===== config.mk =====
export PLATFORM = sky130hd
export DESIGN_NAME = simple_moving_average_flat
export DESIGN_NICKNAME = d
export VERILOG_FILES = /design/src/rtl/core/sma_pkg.sv /design/src/rtl/core/sma_if.sv /design/src/rtl/core/sma_div.sv /design/src/rtl/core/sma_datapath.sv /design/src/rtl/core/sma_ctrl.sv /design/src/rtl/core/simple_moving_average.sv /design/src/flat_wrapper.sv
export VERILOG_INCLUDE_DIRS = /design/src /design/src/rtl/core
export SDC_FILE = /design/constraint.sdc
export NUM_CORES = 1
export LEC_CHECK = 0
export BUFFER_PORTS_ARGS = -buffer_cell sky130_fd_sc_hd__buf_2
export CAP_MARGIN = 20
export CORE_AREA = 2 2 251 253
export DETAILED_ROUTE_END_ITERATION = 8
export DIE_AREA = 0 0 253 255
export PLACE_DENSITY_LB_ADDON = 0.1
export RECOVER_POWER = 100
export SYNTH_ARGS = -nofsm -noshare
export SYNTH_HDL_FRONTEND = slang
export SYNTH_HIERARCHICAL = 1
export SYNTH_SLANG_ARGS = --single-unit

===== constraint.sdc =====
create_clock -name clk -period 5.3 [get_ports clk]
set_input_delay 0.795 -clock clk [delete_from_list [all_inputs] [get_ports clk]]
set_output_delay 0.795 -clock clk [all_outputs]
set_load 0.05 [all_outputs]

===== src/rtl/core/simple_moving_average_defines.svh =====
// ----------------------------------------------------------------------------
// Simple moving average assertion macros
// Concurrent assertion helpers used by the block's top-level RTL file.
// ----------------------------------------------------------------------------
`ifndef SIMPLE_MOVING_AVERAGE_DEFINES_SVH
`define SIMPLE_MOVING_AVERAGE_DEFINES_SVH

`ifndef SYNTHESIS

// Same-cycle implication, checked outside reset.
`define SMA_ASSERT_SAME(label, clk, rst_n, ante, cons, msg) \
    label: assert property (@(posedge clk) disable iff (!rst_n) (ante) |-> (cons)) \
        else $error(msg);

// Next-cycle implication, checked outside reset.
`define SMA_ASSERT_NEXT(label, clk, rst_n, ante, cons, msg) \
    label: assert property (@(posedge clk) disable iff (!rst_n) (ante) |=> (cons)) \
        else $error(msg);

`else

`define SMA_ASSERT_SAME(label, clk, rst_n, ante, cons, msg)
`define SMA_ASSERT_NEXT(label, clk, rst_n, ante, cons, msg)

`endif

`endif


===== src/rtl/core/sma_pkg.sv =====
// ----------------------------------------------------------------------------
// Simple moving average package
// Controller states, command and status bundles, and fixed constants.
// ----------------------------------------------------------------------------
package sma_pkg;

    // Width of the window length register and its value after reset.
    localparam int unsigned WLEN_W = 6;
    localparam logic [WLEN_W-1:0] WLEN_RESET = 6'd5;

    typedef enum logic [2:0] {
        ST_IDLE,
        ST_READ,
        ST_UPDATE,
        ST_START,
        ST_DIVIDE,
        ST_FINISH
    } sma_state_t;

    // Commands from the controller to the datapath.
    typedef struct packed {
        logic capture;
        logic read;
        logic update;
        logic div_start;
        logic out_load;
    } sma_cmd_t;

    // Status from the datapath to the controller.
    typedef struct packed {
        logic div_done;
    } sma_status_t;

endpackage


===== src/rtl/core/sma_if.sv =====
// ----------------------------------------------------------------------------
// Simple moving average channel interfaces
// Valid/ready channels for incoming samples and outgoing averages.
// ----------------------------------------------------------------------------
interface sma_in_if #(
    parameter int SAMPLE_WIDTH = 16
);
    logic                           valid;
    logic                           ready;
    logic signed [SAMPLE_WIDTH-1:0] sample;
    logic                           start_of_series;

    modport source (output valid, output sample, output start_of_series, input ready);
    modport sink (input valid, input sample, input start_of_series, output ready);
endinterface

interface sma_out_if #(
    parameter int SAMPLE_WIDTH = 16
);
    logic                           valid;
    logic                           ready;
    logic signed [SAMPLE_WIDTH-1:0] average;
    logic                           window_full;

    modport source (output valid, output average, output window_full, input ready);
    modport sink (input valid, input average, input window_full, output ready);
endinterface


===== src/rtl/core/sma_div.sv =====
// ----------------------------------------------------------------------------
// Simple moving average divider
// Restoring signed divider, one quotient bit per cycle, truncates toward zero.
// ----------------------------------------------------------------------------
module sma_div #(
    parameter int DIVIDEND_W = 21,
    parameter int DIVISOR_W  = 6
) (
    input  logic                         clk,
    input  logic                         rst_n,
    input  logic                         start,
    input  logic signed [DIVIDEND_W-1:0] dividend,
    input  logic        [DIVISOR_W-1:0]  divisor,
    output logic signed [DIVIDEND_W-1:0] quotient,
    output logic                         done
);

    localparam int CNT_W = $clog2(DIVIDEND_W + 1);

    logic [DIVIDEND_W-1:0] quo_reg;
    logic [DIVIDEND_W-1:0] quo_next;
    logic [DIVISOR_W:0]    rem_reg;
    logic [DIVISOR_W:0]    rem_next;
    logic [DIVISOR_W-1:0]  divisor_reg;
    logic [DIVISOR_W-1:0]  divisor_next;
    logic                  neg_reg;
    logic                  neg_next;
    logic [CNT_W-1:0]      count_reg;
    logic [CNT_W-1:0]      count_next;
    logic [DIVISOR_W:0]    rem_shift;

    assign rem_shift = {rem_reg[DIVISOR_W-1:0], quo_reg[DIVIDEND_W-1]};

    always_comb
    begin
        quo_next     = quo_reg;
        rem_next     = rem_reg;
        divisor_next = divisor_reg;
        neg_next     = neg_reg;
        count_next   = count_reg;
        if (start)
        begin
            // The magnitude of the most negative sum still fits unsigned.
            quo_next     = dividend[DIVIDEND_W-1] ? (~dividend + 1'b1) : dividend;
            rem_next     = '0;
            divisor_next = divisor;
            neg_next     = dividend[DIVIDEND_W-1];
            count_next   = CNT_W'(DIVIDEND_W);
        end
        else if (count_reg != '0)
        begin
            if (rem_shift >= {1'b0, divisor_reg})
            begin
                rem_next = rem_shift - {1'b0, divisor_reg};
                quo_next = {quo_reg[DIVIDEND_W-2:0], 1'b1};
            end
            else
            begin
                rem_next = rem_shift;
                quo_next = {quo_reg[DIVIDEND_W-2:0], 1'b0};
            end
            count_next = count_reg - 1'b1;
        end
    end

    always_ff @(posedge clk or negedge rst_n)
    begin
        if (!rst_n)
        begin
            count_reg <= '0;
        end
        else
        begin
            count_reg <= count_next;
        end
    end

    always_ff @(posedge clk)
    begin
        quo_reg     <= quo_next;
        rem_reg     <= rem_next;
        divisor_reg <= divisor_next;
        neg_reg     <= neg_next;
    end

    assign quotient = neg_reg ? $signed(~quo_reg + 1'b1) : $signed(quo_reg);
    assign done     = (count_reg == '0);

endmodule


===== src/rtl/core/sma_datapath.sv =====
// ----------------------------------------------------------------------------
// Simple moving average datapath
// Sample history memory, pointers, running sum, divider and result register.
// ----------------------------------------------------------------------------
module sma_datapath #(
    parameter int MAX_WINDOW   = 32,
    parameter int SAMPLE_WIDTH = 16
) (
    input  logic                             clk,
    input  logic                             rst_n,
    input  sma_pkg::sma_cmd_t                cmd,
    output sma_pkg::sma_status_t             status,
    input  logic signed [SAMPLE_WIDTH-1:0]   in_sample,
    input  logic                             in_start_of_series,
    input  logic                             cfg_we,
    input  logic [sma_pkg::WLEN_W-1:0]       cfg_wdata,
    output logic signed [SAMPLE_WIDTH-1:0]   average,
    output logic                             window_full
);

    localparam int PTR_W = $clog2(MAX_WINDOW);
    localparam int LEN_W = $clog2(MAX_WINDOW + 1);
    localparam int SUM_W = SAMPLE_WIDTH + $clog2(MAX_WINDOW);
    localparam int EXT_W = SUM_W - SAMPLE_WIDTH;
    localparam int ADR_W = LEN_W + 1;

    logic [SAMPLE_WIDTH-1:0] mem [MAX_WINDOW];

    logic [sma_pkg::WLEN_W-1:0] wlen_reg;
    logic [PTR_W-1:0]           wp_reg;
    logic [PTR_W-1:0]           wp_next;
    logic [LEN_W-1:0]           filled_reg;
    logic [LEN_W-1:0]           filled_next;
    logic signed [SUM_W-1:0]    sum_reg;
    logic signed [SUM_W-1:0]    sum_next;
    logic                       full_reg;
    logic                       full_next;
    logic signed [SAMPLE_WIDTH-1:0] sample_reg;
    logic                       sos_reg;
    logic [SAMPLE_WIDTH-1:0]    rd_data_reg;
    logic signed [SAMPLE_WIDTH-1:0] average_reg;
    logic                       window_full_reg;

    logic [LEN_W-1:0]        eff_len;
    logic [PTR_W-1:0]        wp_eff;
    logic [LEN_W-1:0]        filled_eff;
    logic signed [SUM_W-1:0] sum_eff;
    logic                    was_full;
    logic [ADR_W-1:0]        wp_ext;
    logic [ADR_W-1:0]        len_ext;
    logic [ADR_W-1:0]        oldest_wide;
    logic [PTR_W-1:0]        rd_addr;
    logic signed [SUM_W-1:0] new_ext;
    logic signed [SUM_W-1:0] old_ext;
    logic signed [SUM_W-1:0] quotient;

    // Zero means one sample; anything beyond the store saturates.
    always_comb
    begin
        if (wlen_reg == '0)
        begin
            eff_len = LEN_W'(1);
        end
        else if (int'(wlen_reg) > MAX_WINDOW)
        begin
            eff_len = LEN_W'(MAX_WINDOW);
        end
        else
        begin
            eff_len = LEN_W'(wlen_reg);
        end
    end

    // A new series sees an empty history.
    assign wp_eff     = sos_reg ? '0 : wp_reg;
    assign filled_eff = sos_reg ? '0 : filled_reg;
    assign sum_eff    = sos_reg ? '0 : sum_reg;
    assign was_full   = (filled_eff >= eff_len);

    assign wp_ext      = ADR_W'(wp_eff);
    assign len_ext     = ADR_W'(eff_len);
    assign oldest_wide = (wp_ext >= len_ext) ? (wp_ext - len_ext)
                                             : (wp_ext + ADR_W'(MAX_WINDOW) - len_ext);
    assign rd_addr     = oldest_wide[PTR_W-1:0];

    assign new_ext = {{EXT_W{sample_reg[SAMPLE_WIDTH-1]}}, sample_reg};
    assign old_ext = was_full ? {{EXT_W{rd_data_reg[SAMPLE_WIDTH-1]}}, rd_data_reg} : '0;

    always_comb
    begin
        sum_next    = sum_eff - old_ext + new_ext;
        filled_next = was_full ? eff_len : (filled_eff + 1'b1);
        full_next   = (filled_next == eff_len);
        if (wp_eff == PTR_W'(MAX_WINDOW - 1))
        begin
            wp_next = '0;
        end
        else
        begin
            wp_next = wp_eff + 1'b1;
        end
    end

    always_ff @(posedge clk or negedge rst_n)
    begin
        if (!rst_n)
        begin
            wlen_reg   <= sma_pkg::WLEN_RESET;
            wp_reg     <= '0;
            filled_reg <= '0;
            sum_reg    <= '0;
            full_reg   <= 1'b0;
        end
        else if (cfg_we)
        begin
            // A new window length starts a new series.
            wlen_reg   <= cfg_wdata;
            wp_reg     <= '0;
            filled_reg <= '0;
            sum_reg    <= '0;
        end
        else if (cmd.update)
        begin
            wp_reg     <= wp_next;
            filled_reg <= filled_next;
            sum_reg    <= sum_next;
            full_reg   <= full_next;
        end
    end

    always_ff @(posedge clk)
    begin
        if (cmd.capture)
        begin
            sample_reg <= in_sample;
            sos_reg    <= in_start_of_series;
        end
        if (cmd.read)
        begin
            rd_data_reg <= mem[rd_addr];
        end
        if (cmd.update)
        begin
            mem[wp_eff] <= sample_reg;
        end
        if (cmd.out_load)
        begin
            average_reg     <= full_reg ? quotient[SAMPLE_WIDTH-1:0] : '0;
            window_full_reg <= full_reg;
        end
    end

    sma_div #(
        .DIVIDEND_W (SUM_W),
        .DIVISOR_W  (LEN_W)
    ) u_div (
        .clk      (clk),
        .rst_n    (rst_n),
        .start    (cmd.div_start),
        .dividend (sum_reg),
        .divisor  (eff_len),
        .quotient (quotient),
        .done     (status.div_done)
    );

    assign average     = average_reg;
    assign window_full = window_full_reg;

endmodule


===== src/rtl/core/sma_ctrl.sv =====
// ----------------------------------------------------------------------------
// Simple moving average controller
// Sequences one sample through read, update, divide and result load.
// ----------------------------------------------------------------------------
module sma_ctrl (
    input  logic                 clk,
    input  logic                 rst_n,
    input  logic                 in_valid,
    output logic                 in_ready,
    output logic                 out_valid,
    input  logic                 out_ready,
    output sma_pkg::sma_cmd_t    cmd,
    input  sma_pkg::sma_status_t status
);

    sma_pkg::sma_state_t state_reg;
    sma_pkg::sma_state_t state_next;
    logic                out_valid_reg;
    logic                out_valid_next;
    logic                out_free;

    // The result register may be refilled once its transfer completes.
    assign out_free = !out_valid_reg || out_ready;

    always_comb
    begin
        state_next = state_reg;
        case (state_reg)
            sma_pkg::ST_IDLE:
            begin
                if (in_valid)
                begin
                    state_next = sma_pkg::ST_READ;
                end
            end
            sma_pkg::ST_READ:   state_next = sma_pkg::ST_UPDATE;
            sma_pkg::ST_UPDATE: state_next = sma_pkg::ST_START;
            sma_pkg::ST_START:  state_next = sma_pkg::ST_DIVIDE;
            sma_pkg::ST_DIVIDE:
            begin
                if (status.div_done)
                begin
                    state_next = sma_pkg::ST_FINISH;
                end
            end
            sma_pkg::ST_FINISH:
            begin
                if (out_free)
                begin
                    state_next = sma_pkg::ST_IDLE;
                end
            end
            default: state_next = sma_pkg::ST_IDLE;
        endcase
    end

    always_comb
    begin
        cmd      = '0;
        in_ready = 1'b0;
        case (state_reg)
            sma_pkg::ST_IDLE:
            begin
                in_ready    = 1'b1;
                cmd.capture = in_valid;
            end
            sma_pkg::ST_READ:   cmd.read      = 1'b1;
            sma_pkg::ST_UPDATE: cmd.update    = 1'b1;
            sma_pkg::ST_START:  cmd.div_start = 1'b1;
            sma_pkg::ST_FINISH: cmd.out_load  = out_free;
            default:
            begin
                cmd      = '0;
                in_ready = 1'b0;
            end
        endcase
    end

    always_comb
    begin
        if (cmd.out_load)
        begin
            out_valid_next = 1'b1;
        end
        else if (out_ready)
        begin
            out_valid_next = 1'b0;
        end
        else
        begin
            out_valid_next = out_valid_reg;
        end
    end

    always_ff @(posedge clk or negedge rst_n)
    begin
        if (!rst_n)
        begin
            state_reg     <= sma_pkg::ST_IDLE;
            out_valid_reg <= 1'b0;
        end
        else
        begin
            state_reg     <= state_next;
            out_valid_reg <= out_valid_next;
        end
    end

    assign out_valid = out_valid_reg;

endmodule


===== src/rtl/core/simple_moving_average.sv =====
// ----------------------------------------------------------------------------
// Simple moving average
// Boxcar mean of the newest window_length signed fixed-point samples.
// ----------------------------------------------------------------------------
//
//  Channel   | Direction | Payload                          | Handshake
//  ----------+-----------+----------------------------------+------------
//  samples   | in        | sample, start_of_series          | valid/ready
//  averages  | out       | average, window_full             | valid/ready
//  cfg       | in        | window_length (cfg_wdata)        | cfg_we only
//
// The restoring divider works on SUM_W = SAMPLE_WIDTH + clog2(MAX_WINDOW)
// bits and produces one quotient bit per cycle. The block works on one sample
// at a time and asserts ready on the samples channel only while it is idle.
// Reset clears the pointers, fill count and running sum and sets the window
// length to five; the history memory is not cleared and needs no sweep.
// A result waiting on a stalled averages channel holds its value; the next
// sample may be transferred in the meantime, and its result is loaded only
// once the waiting one has been taken.
//
`include "simple_moving_average_defines.svh"

module simple_moving_average #(
    parameter int MAX_WINDOW   = 32,
    parameter int SAMPLE_WIDTH = 16
) (
    input  logic                       clk,
    input  logic                       rst_n,
    sma_in_if.sink                     samples,
    sma_out_if.source                  averages,
    input  logic                       cfg_we,
    input  logic [sma_pkg::WLEN_W-1:0] cfg_wdata
);

    // Command and status bundles between the controller and the datapath.
    sma_pkg::sma_cmd_t    cmd;
    sma_pkg::sma_status_t status;

    // The controller owns the handshakes and the sequencing of one sample.
    sma_ctrl u_ctrl (
        .clk       (clk),
        .rst_n     (rst_n),
        .in_valid  (samples.valid),
        .in_ready  (samples.ready),
        .out_valid (averages.valid),
        .out_ready (averages.ready),
        .cmd       (cmd),
        .status    (status)
    );

    // The datapath holds the history, running sum, divider and result.
    sma_datapath #(
        .MAX_WINDOW   (MAX_WINDOW),
        .SAMPLE_WIDTH (SAMPLE_WIDTH)
    ) u_datapath (
        .clk                (clk),
        .rst_n              (rst_n),
        .cmd                (cmd),
        .status             (status),
        .in_sample          (samples.sample),
        .in_start_of_series (samples.start_of_series),
        .cfg_we             (cfg_we),
        .cfg_wdata          (cfg_wdata),
        .average            (averages.average),
        .window_full        (averages.window_full)
    );

    // Only one sample is in flight: a transfer closes the input side.
    `SMA_ASSERT_NEXT(a_one_in_flight, clk, rst_n, samples.valid && samples.ready,
        !samples.ready, "sample accepted while another is in flight")

    // The result is never loaded before the divider has finished.
    `SMA_ASSERT_SAME(a_load_after_divide, clk, rst_n, cmd.out_load, status.div_done,
        "result loaded while divider busy")

    // A pending result is never overwritten.
    `SMA_ASSERT_SAME(a_no_overwrite, clk, rst_n, cmd.out_load,
        !averages.valid || averages.ready, "pending result overwritten")

    // Before the window fills, the average reads zero.
    `SMA_ASSERT_SAME(a_zero_when_not_full, clk, rst_n,
        averages.valid && !averages.window_full, averages.average == '0,
        "nonzero average before window full")

endmodule

===== src/flat_wrapper.sv =====
// flat-port wrapper written by rule: the top's interface ports become plain ports
module simple_moving_average_flat 
#(
    parameter int MAX_WINDOW   = 32,
    parameter int SAMPLE_WIDTH = 16
)
  (clk, rst_n, cfg_we, cfg_wdata, samples_valid, samples_sample, samples_start_of_series, samples_ready, averages_valid, averages_average, averages_window_full, averages_ready);
  sma_in_if #(.SAMPLE_WIDTH(SAMPLE_WIDTH)) samples_i ();
  sma_out_if #(.SAMPLE_WIDTH(SAMPLE_WIDTH)) averages_i ();
  input  logic clk;
  input  logic rst_n;
  input  logic cfg_we;
  input  logic [sma_pkg::WLEN_W-1:0] cfg_wdata;
  input wire logic [$bits(samples_i.valid)-1:0] samples_valid;
  input wire logic [$bits(samples_i.sample)-1:0] samples_sample;
  input wire logic [$bits(samples_i.start_of_series)-1:0] samples_start_of_series;
  output wire logic [$bits(samples_i.ready)-1:0] samples_ready;
  output wire logic [$bits(averages_i.valid)-1:0] averages_valid;
  output wire logic [$bits(averages_i.average)-1:0] averages_average;
  output wire logic [$bits(averages_i.window_full)-1:0] averages_window_full;
  input wire logic [$bits(averages_i.ready)-1:0] averages_ready;
  assign samples_i.valid = samples_valid;
  assign samples_i.sample = samples_sample;
  assign samples_i.start_of_series = samples_start_of_series;
  assign samples_ready = samples_i.ready;
  assign averages_valid = averages_i.valid;
  assign averages_average = averages_i.average;
  assign averages_window_full = averages_i.window_full;
  assign averages_i.ready = averages_ready;
  simple_moving_average #(.MAX_WINDOW(MAX_WINDOW), .SAMPLE_WIDTH(SAMPLE_WIDTH)) u_core (.clk(clk), .rst_n(rst_n), .samples(samples_i), .averages(averages_i), .cfg_we(cfg_we), .cfg_wdata(cfg_wdata));
endmodule

* Yosys cells after proc, flatten, opt, wreduce, memory -nomap -nowiden
Memory sizes are Yosys's and may differ from the RTL's. A register that Yosys moved wholly into a read port is not among the register bits. Cells that the tools add are included.
Word-level totals: memories kept 1, bits in writable memories 512, register bits after elaboration 116, bits of input ports 28, word-level logic and storage cells 93
Cells by class: muxes and demuxes 37, reduce and logical (&&, ||, !) cells 11, order comparisons 4, eq/ne operators 10, add/subtract/negate cells 11, bitwise gates (word level) 3
Memory list:
- u_core.u_datapath.mem | depth 32, bits a word 16, read ports 1, clocked after memory_dff 1, wr ports 1, line sma_datapath.sv:27 | logic [SAMPLE_WIDTH-1:0] mem [MAX_WINDOW];
Operators by type and width (number):
- 21-bit 2-to-1 mux | 7
- 6-bit 2-to-1 mux | 7
- 5-bit 2-to-1 mux | 7
- 21-bit by 1-bit adder with 21-bit output (second input constant) | 1
- 21-bit by 16-bit adder with 21-bit output | 1
- 21-bit NOT | 1
- 21-bit subtractor | 1
- 3-bit case mux with 6 select lines | 1
- 16-bit by 1-bit adder with 16-bit output (second input constant) | 1
- 16-bit 2-to-1 mux | 1
- 16-bit NOT | 1
- 1-bit 2-to-1 mux | 11
- 5-bit by 1-bit adder with 5-bit output (second input constant) | 2
- 5-bit subtractor | 2
- 3-bit 2-to-1 mux | 3
- 7-bit by 6-bit >= comparator with 1-bit output | 1
- 6-bit by 1-bit adder with 6-bit output (second input constant) | 1
- 3-bit by 2-bit == test with 1-bit output (second input constant) | 2
- 3-bit == test (second input constant) | 2
- 6-bit == test | 1
- 5-bit by 6-bit >= comparator with 1-bit output | 1
- 6-bit >= comparator | 1
- 6-bit greater-than comparator (second input constant) | 1
- 6-bit logical NOT | 1
- other kinds (15) | 18

* Depth between registers and ports, before layout
Gate-level depths: netlist of run 1.
word-level depth 9, depth in mapped cells 24

* By module
The synthesis of run 1 kept the hierarchy.
Modules (own cells, without submodules):
- sma_datapath | area an instance 25259.2 sq um, times used 1, cells each 1336
- sma_div | area an instance 2692.6 sq um, times used 1, cells each 288
- sma_ctrl | area an instance 271.5 sq um, times used 1, cells each 27

* Worst setup path before layout of run 1
OpenSTA, ideal clock, no wires.
kind reg2reg, from register u_core/u_datapath/wlen_reg[1] (netlist bit), to register u_core.u_datapath.sum_reg[20], slack 478 ps, cell stages (with the launch flop) 22, required time 5176 ps, data arrival time 4698 ps, setup time 124 ps, path through dfrtp_1 > nor4_1 > nor2_1 > nor2_1 > ha_1 > nand2b_1 > a21o_1 > a21o_1 > a21oi_1 > o21ai_1 > clkbuf_1 > and2_1 > fa_1 > fa_1 > nand2b_1 > a21o_1 > a211oi_1 > o21ai_0 > and3_1 > a41oi_1 > a311oi_1 > a211o_1
Between the ends: cells in the longest elaborated chain, start to end 9, elaborated cells on any way between the ends 10, classes of those cells add/sub: 2; order compare: 2; mux: 5; reduce/logical: 1
Ends and longest elaborated chain:
- start, declared | line sma_datapath.sv:29 | logic [sma_pkg::WLEN_W-1:0] wlen_reg;
- start signal, assigned | line sma_datapath.sv:108 | wlen_reg <= sma_pkg::WLEN_RESET;
- start signal, assigned | line sma_datapath.sv:117 | wlen_reg <= cfg_wdata;
- 6-bit greater-than comparator | line sma_datapath.sv:64 | else if (int'(wlen_reg) > MAX_WINDOW)
- 6-bit 2-to-1 mux | line sma_datapath.sv:64
- 6-bit 2-to-1 mux * | line sma_datapath.sv:60 | if (wlen_reg == '0)
- net u_core.u_datapath.eff_len[0] | line sma_datapath.sv:44 | logic [LEN_W-1:0] eff_len;
- 6-bit >= comparator * | line sma_datapath.sv:78 | assign was_full = (filled_eff >= eff_len);
- 21-bit 2-to-1 mux * | line sma_datapath.sv:87 | assign old_ext = was_full ? {{EXT_W{rd_data_reg[SAMPLE_WIDTH-1]}}, rd_data_reg} : '0;
- 21-bit subtractor * | line sma_datapath.sv:91 | sum_next = sum_eff - old_ext + new_ext;
- 21-bit by 16-bit adder with 21-bit output * | line sma_datapath.sv:91
- 21-bit 2-to-1 mux * | line sma_datapath.sv:122 | else if (cmd.update)
- 21-bit 2-to-1 mux * | line sma_datapath.sv:114 | else if (cfg_we)
- end signal, assigned | line sma_datapath.sv:126 | sum_reg <= sum_next;
- end, declared | line sma_datapath.sv:34 | logic signed [SUM_W-1:0] sum_reg;
The timed path passes the listed nets; every way through them passes the cells marked *. The select of a mux whose other input is x is not followed. A chain may end at the register's enable or synchronous reset.

* Worst setup path after layout of run 1
from register u_core/u_datapath/wlen_reg[1] (netlist bit), to register u_core.u_datapath.rd_data_reg[8] (read register of u_core.u_datapath.mem), data pin
Between the ends: cells in the longest elaborated chain, start to end 5, elaborated cells on any way between the ends 8, classes of those cells add/sub: 2; order compare: 2; mux: 3; reduce/logical: 1
Ends and longest elaborated chain:
- 6-bit greater-than comparator | line sma_datapath.sv:64
- 6-bit 2-to-1 mux | line sma_datapath.sv:64
- 6-bit 2-to-1 mux * | line sma_datapath.sv:60
- net u_core.u_datapath.eff_len[0] | line sma_datapath.sv:44
- 5-bit subtractor, or another cell as far along | line sma_datapath.sv:83 | : (wp_ext + ADR_W'(MAX_WINDOW) - len_ext);
- 5-bit 2-to-1 mux * | line sma_datapath.sv:82 | assign oldest_wide = (wp_ext >= len_ext) ? (wp_ext - len_ext)
- end, declared | line sma_datapath.sv:40 | logic [SAMPLE_WIDTH-1:0] rd_data_reg;
The timed path passes the listed nets; every way through them passes the cells marked *.

==> flow_summary_export.csv, run 1 <==
group,metric,value,unit
drt,avgRoutedWirePerCell,25.2,um
power,power_density,522,nW/um^2
setup_path,rrSetupSlack,210,ps
setup_path,criticalPathCategory,"register to register",
layout,num-nets-final,1851,
drt,met1_length,29400,um
global_route,overflow,0,
layout,diodes,0,
timing,min_period,5090,ps
yosys,syn-num-nets,1735,
clocking,clockBufferDepth,3,
setup_path,arrival,5400,ps
layout,instances_no_fill,2602,
timing,fmax,0.196,GHz
layout,final_common_cell,"edfxtp_1",
timing,maxSlewViolCount,466,
timing,worst_pin_slew,2840,ps
place,io_buffers,46,
clocking,root_buffer,"clkbuf_16",
outcome,violations,"max-capacitance violations, max-slew violations",
clocking,clkSinkCount,644,
setup_path,cp.required,5610,ps
floorplan,initial_core_util,45.2,%
drt,drt.antenna.violating_nets,0,
timing,timing.final.crit_share,96.1,%
setup_path,r2r-end,"u_core/u_datapath/rd_data_reg[8]$_DFFE_PP_",
outcome,status,"finished with violations",
power,ir_drop,260,uV
place,routabilityCongestion,0.844,
layout,drive_gt1_share,20.0,%
drt,routed_via_density,5.67,
place,hpwlAfterDp,39400,um
layout,final_core_util,51.0,%
drt,drt_first_iter_violations,1344,
yosys,yosysWarnings,6,
yosys,synth_area,28100,um^2
floorplan,row_count,92,
setup_path,cp-start-kind,"register",
floorplan,dieArea,64500,um^2
min_path,hold_depth,1,
layout,fillCellCount,5165,
layout,areaGrowthSynthToFinish,12.7,%
clocking,cts_made_buffers,72,
min_path,hold_end,"u_core/u_datapath/sample_reg[8]$_DFFE_PP_",
setup_path,cp_max_fo,33,
timing,setup_viol_count_final,0,
timing,max_slew_margin,-89.4,%
min_path,hold_start,"samples_sample[8]",
clocking,cts_setup_buffers,0,
floorplan,io_pins,47,
drt,finalWirelength,65700,um
clocking,cts_tree,"built",
min_path,holdCritPathClass,"primary input to register",
setup_path,critPathCaptureType,"register",
drt,dr.max_layer_used,"met4",
clocking,clk_latency,600,ps
global_route,grt_usage,20.9,%
power,p_leak,10.7,nW
global_route,grt_pass1_wl,97700,um
global_route,antenna_found_initial,0,
drt,met3WireLength,2990,um
floorplan,die_h,255,um
yosys,syn_area_per_cell,17.2,um^2
layout,final_cell_mix,"590 x edfxtp_1, 160 x mux4_2, 93 x clkbuf_1, 91 x nor2_1, 88 x inv_1",
setup_path,r2r-start,"u_core/u_datapath/wlen_reg[1]$_DFFE_PN0P_",
timing,finalHoldViolCount,0,
yosys,synthCells,1637,
floorplan,core,62200,um^2
clocking,cts-htree-levels,3,
drt,wl_met2,31900,um
place,dp.cells,2476,
layout,multi_input_area,8470,um^2
drt,drc,0,
job,cap_violations,20,
global_route,first_global_vias,15062,
timing,finClkSkew,19.4,ps
drt,via_count,14748,
timing,rsz0062_at_grt,"false",
drt,dr.pass1.iters,5,
setup_path,r2r_cells,11,
clocking,hold_buffers,0,
layout,largest_reg_flops,512,
global_route,grt_max_degree,53,
clocking,clkSlewWorstSetupHoldPaths,60,ps
layout,seq_area,19000,um^2
floorplan,die_w,253,um
worst max-delay path: stages, from the launching register on:
cell,delay (ps)
dfrtp_1,410
nor4_1,310
nor2_1,130
nor2_1,150
clkbuf_1,240
ha_4,160
inv_1,50
fa_2,1320
clkbuf_4,670
mux4_2,400
mux4_2,540
mux2_1,410
layer usage:
layer  up-vias  GRT usage (%)
met3        95           2.87
met1      7675           29.2
met2       392           34.4
met5         -              0
li1       6586              -
met4         0           6.26
worst max-delay path by stage:
| stage | startpoint | to | slack (ps) | cells past startpoint |
|---|---|---|---|---|
| finish | u_core/u_datapath/wlen_reg[1]$_DFFE_PN0P_ | u_core/u_datapath/rd_data_reg[8]$_DFFE_PP_ | 210 | 11 |
| global route | u_core/u_datapath/wlen_reg[1]$_DFFE_PN0P_ | u_core/u_datapath/sum_reg[20]$_DFFE_PN0P_ | 30 | 20 |
| global placement | u_core/u_datapath/wlen_reg[1]$_DFFE_PN0P_ | u_core/u_datapath/sum_reg[20]$_DFFE_PN0P_ | 150 | 20 |
| floorplan | u_core/u_datapath/wlen_reg[1]$_DFFE_PN0P_ | u_core/u_datapath/sum_reg[20]$_DFFE_PN0P_ | 480 | 21 |
| CTS | u_core/u_datapath/wlen_reg[1]$_DFFE_PN0P_ | u_core/u_datapath/sum_reg[19]$_DFFE_PN0P_ | 200 | 21 |
| detailed placement | u_core/u_datapath/wlen_reg[1]$_DFFE_PN0P_ | u_core/u_datapath/sum_reg[20]$_DFFE_PN0P_ | -20 | 20 |
timing repair:
action                                  4_1_cts  5_1_grt
gates resized for setup                       1        7
endpoints found under the hold margin         0        0
endpoints found under the setup margin        1        2
power breakdown:
part | total (mW) | switching, mW | leakage (nW) | internal [mW]
Clock | 4.86 | 1.98 | 1.12 | 2.89
Combinational | 5.14 | 2.94 | 3.60 | 2.20
Sequential | 6.54 | 0.328 | 6.03 | 6.21
area by class of cell:
type,count,share of cell area [%]
flip-flops and latches,644,60.1
multi-input cells,828,26.7
clock inverters,39,1.22
repair buffers,118,1.82
well taps,799,3.15
clock buffers,85,5.97
inverters,89,1.05
through the flow:
| step | TNS [ps] | instance area (um^2) | hold slack, ps | power [mW] | worst slack [ps] |
|---|---|---|---|---|---|
| after floorplan | 0 | 28100 | 458 | 10.4 | 478 |
| after global placement | 0 | 29700 | 470 | 11.8 | 147 |
| after detailed placement | -15.2 | 29700 | 477 | 11.9 | -15.2 |
| after CTS | 0 | 32000 | 323 | 16.8 | 199 |
| after global routing | 0 | 31700 | 346 | 17.4 | 26.1 |
| final | 0 | 31700 | 370 | 16.5 | 209 |
No activity file was read; power rests on OpenSTA's default activity.
==> inputs of run 2 (changes only) <==
- GPL_TIMING_DRIVEN: default -> 0
==> flow_summary_export.csv, run 2 (synthesis gave the netlist of run 1 again) <==
group,metric,value,unit
timing,min_period,5050,ps
layout,seq_area,19000,um^2
drt,drt_first_iter_violations,1181,
timing,max_slew_margin,-7.79,%
clocking,cts_made_buffers,71,
clocking,hold_buffers,0,
global_route,first_global_vias,15190,
place,routabilityCongestion,0.839,
global_route,grt_max_degree,35,
timing,finalHoldViolCount,0,
power,pwr-share-comb,32.2,%
global_route,grt_usage,20.8,%
power,ir_drop,299,uV
floorplan,row_count,92,
global_route,overflow,0,
clocking,clkSlewWorstSetupHoldPaths,60,ps
drt,drt.antenna.violating_nets,0,
global_route,grt_pass1_wl,97700,um
floorplan,initial_core_util,45.2,%
setup_path,cp_max_fo,10,
layout,final_core_util,52.1,%
setup_path,cp.required,5780,ps
global_route,antenna_found_initial,0,
timing,setup_viol_count_final,0,
job,cap_violations,1,
drt,via_count,14913,
clocking,clk_latency,590,ps
power,switching_share,32.4,%
layout,num-nets-final,1914,
layout,largest_reg_flops,512,
setup_path,arrival,5530,ps
power,p_seq_share,38.9,%
drt,routed_via_density,5.60,
drt,avgRoutedWirePerCell,24.5,um
floorplan,core,62200,um^2
outcome,violations,"max-capacitance violations, max-slew violations",
layout,areaGrowthSynthToFinish,15.1,%
layout,multi_input_area,8490,um^2
timing,worst_pin_slew,1620,ps
timing,finClkSkew,17.5,ps
layout,diodes,0,
outcome,status,"finished with violations",
place,io_buffers,46,
floorplan,die_w,253,um
timing,timing.final.crit_share,95.4,%
layout,final_cell_mix,"590 x edfxtp_1, 160 x mux4_2, 101 x clkbuf_1, 88 x nor2_1, 86 x inv_1",
place,dp_slack,-734,ps
drt,finalWirelength,65400,um
drt,drc,0,
drt,dr.pass1.iters,5,
floorplan,die_h,255,um
clocking,cts_tree,"built",
layout,final_common_cell,"edfxtp_1",
min_path,holdCritPathClass,"primary input to register",
layout,fillCellCount,5070,
power,intPower,11.4,mW
floorplan,dieArea,64500,um^2
clocking,clkSinkCount,644,
setup_path,critPathCaptureType,"register",
power,p_clk_share,28.9,%
timing,fmax,0.198,GHz
clocking,cts-htree-levels,3,
setup_path,criticalPathCategory,"register to register",
floorplan,io_pins,47,
setup_path,cp-start-kind,"register",
clocking,root_buffer,"clkbuf_16",
timing,postLayoutSetupSlackWorst,246,ps
timing,maxSlewViolCount,29,
power,p_sw,5.47,mW
timing,timing.setup.tns,0,ps
power,power_density,522,nW/um^2
place,hpwlAfterDp,46100,um
power,p_leak,11.1,nW
setup_path,rrSetupSlack,250,ps
layout,drive_gt1_share,22.9,%
clocking,clockBufferDepth,3,
## run 2: power by group through the flow
| stage | Combinational (mW) | Clock [mW] | Sequential (mW) |
|---|---|---|---|
| after floorplan | 3.77 | 0 | 6.63 |
| after detailed placement | 5.36 | 0 | 6.73 |
| final | 5.45 | 4.89 | 6.57 |
| after CTS | 5.46 | 5.01 | 6.63 |
| after global routing | 5.96 | 5.22 | 6.62 |
| after global placement | 5.11 | 0 | 6.80 |
## run 2: final timing paths
path	start	end	cells past startpoint
worst max-delay path	u_core/u_datapath/wlen_reg[3]$_DFFE_PN0P_	u_core/u_datapath/sum_reg[20]$_DFFE_PN0P_	21
worst min-delay path	samples_sample[8]	u_core/u_datapath/sample_reg[8]$_DFFE_PP_	1
worst max register to register	u_core/u_datapath/wlen_reg[3]$_DFFE_PN0P_	u_core/u_datapath/sum_reg[20]$_DFFE_PN0P_	21
worst min register to register	u_core/u_datapath/u_div/count_reg[4]$_DFFE_PN0P_	u_core/u_datapath/u_div/count_reg[4]$_DFFE_PN0P_	1
max in group asynchronous	rst_n	u_core/u_datapath/sum_reg[3]$_DFFE_PN0P_	2
min in group asynchronous	rst_n	u_core/u_ctrl/state_reg[2]$_DFFE_PN0P_	1
## run 2: layout make-up
cell class | instances | area share [%]
flip-flops and latches | 644 | 58.8
clock buffers | 83 | 5.63
clock inverters | 38 | 1.45
plain buffers | 76 | 1.17
multi-input cells | 828 | 26.2
well taps | 799 | 3.09
inverters | 89 | 1.03
repair buffers | 106 | 2.61
## run 2: per-layer routing
layer	wire length (um)	part of all wire (%)	track usage (%)	vias up
met4	2470	3.8	8.81	0
met2	30900	47	33.4	404
li1	-	-	-	6720
met5	0	0	0	-
met3	3590	5.5	3.45	102
met1	28400	43	28.5	7687
## run 2: metrics by stage
stage                     area, um^2  instances  hold slack [ps]  total power [mW]
final                          32400       2663              374              16.9
after global routing           32400       2663              349              17.8
after detailed placement       30200       2524              477              12.1
after global placement         29400       2482              474              11.9
after floorplan                28100       1637              458              10.4
after CTS                      32600       2647              166              17.1
## run 2: what timing repair did
action | in CTS | in global routing
setup buffers | 2 | 9
pin swaps | 3 | 7
resized for setup | 15 | 9
endpoints found under the setup margin | 12 | 10
endpoints found under the hold margin | 0 | 0
## run 2: critical path: stages, from the launching register on
cell,delay [ps]
dfrtp_1,400
nor4_2,320
nor2_2,100
nor2_2,150
ha_1,240
nand2b_1,140
a21o_1,170
a21o_1,190
a21oi_2,150
o21ai_2,120
buf_4,210
and2_1,190
fa_1,490
fa_1,470
nand2b_1,180
a21o_1,250
a211oi_4,360
o21ai_2,120
and3_1,160
a41oi_1,160
a311oi_1,130
a211o_1,260
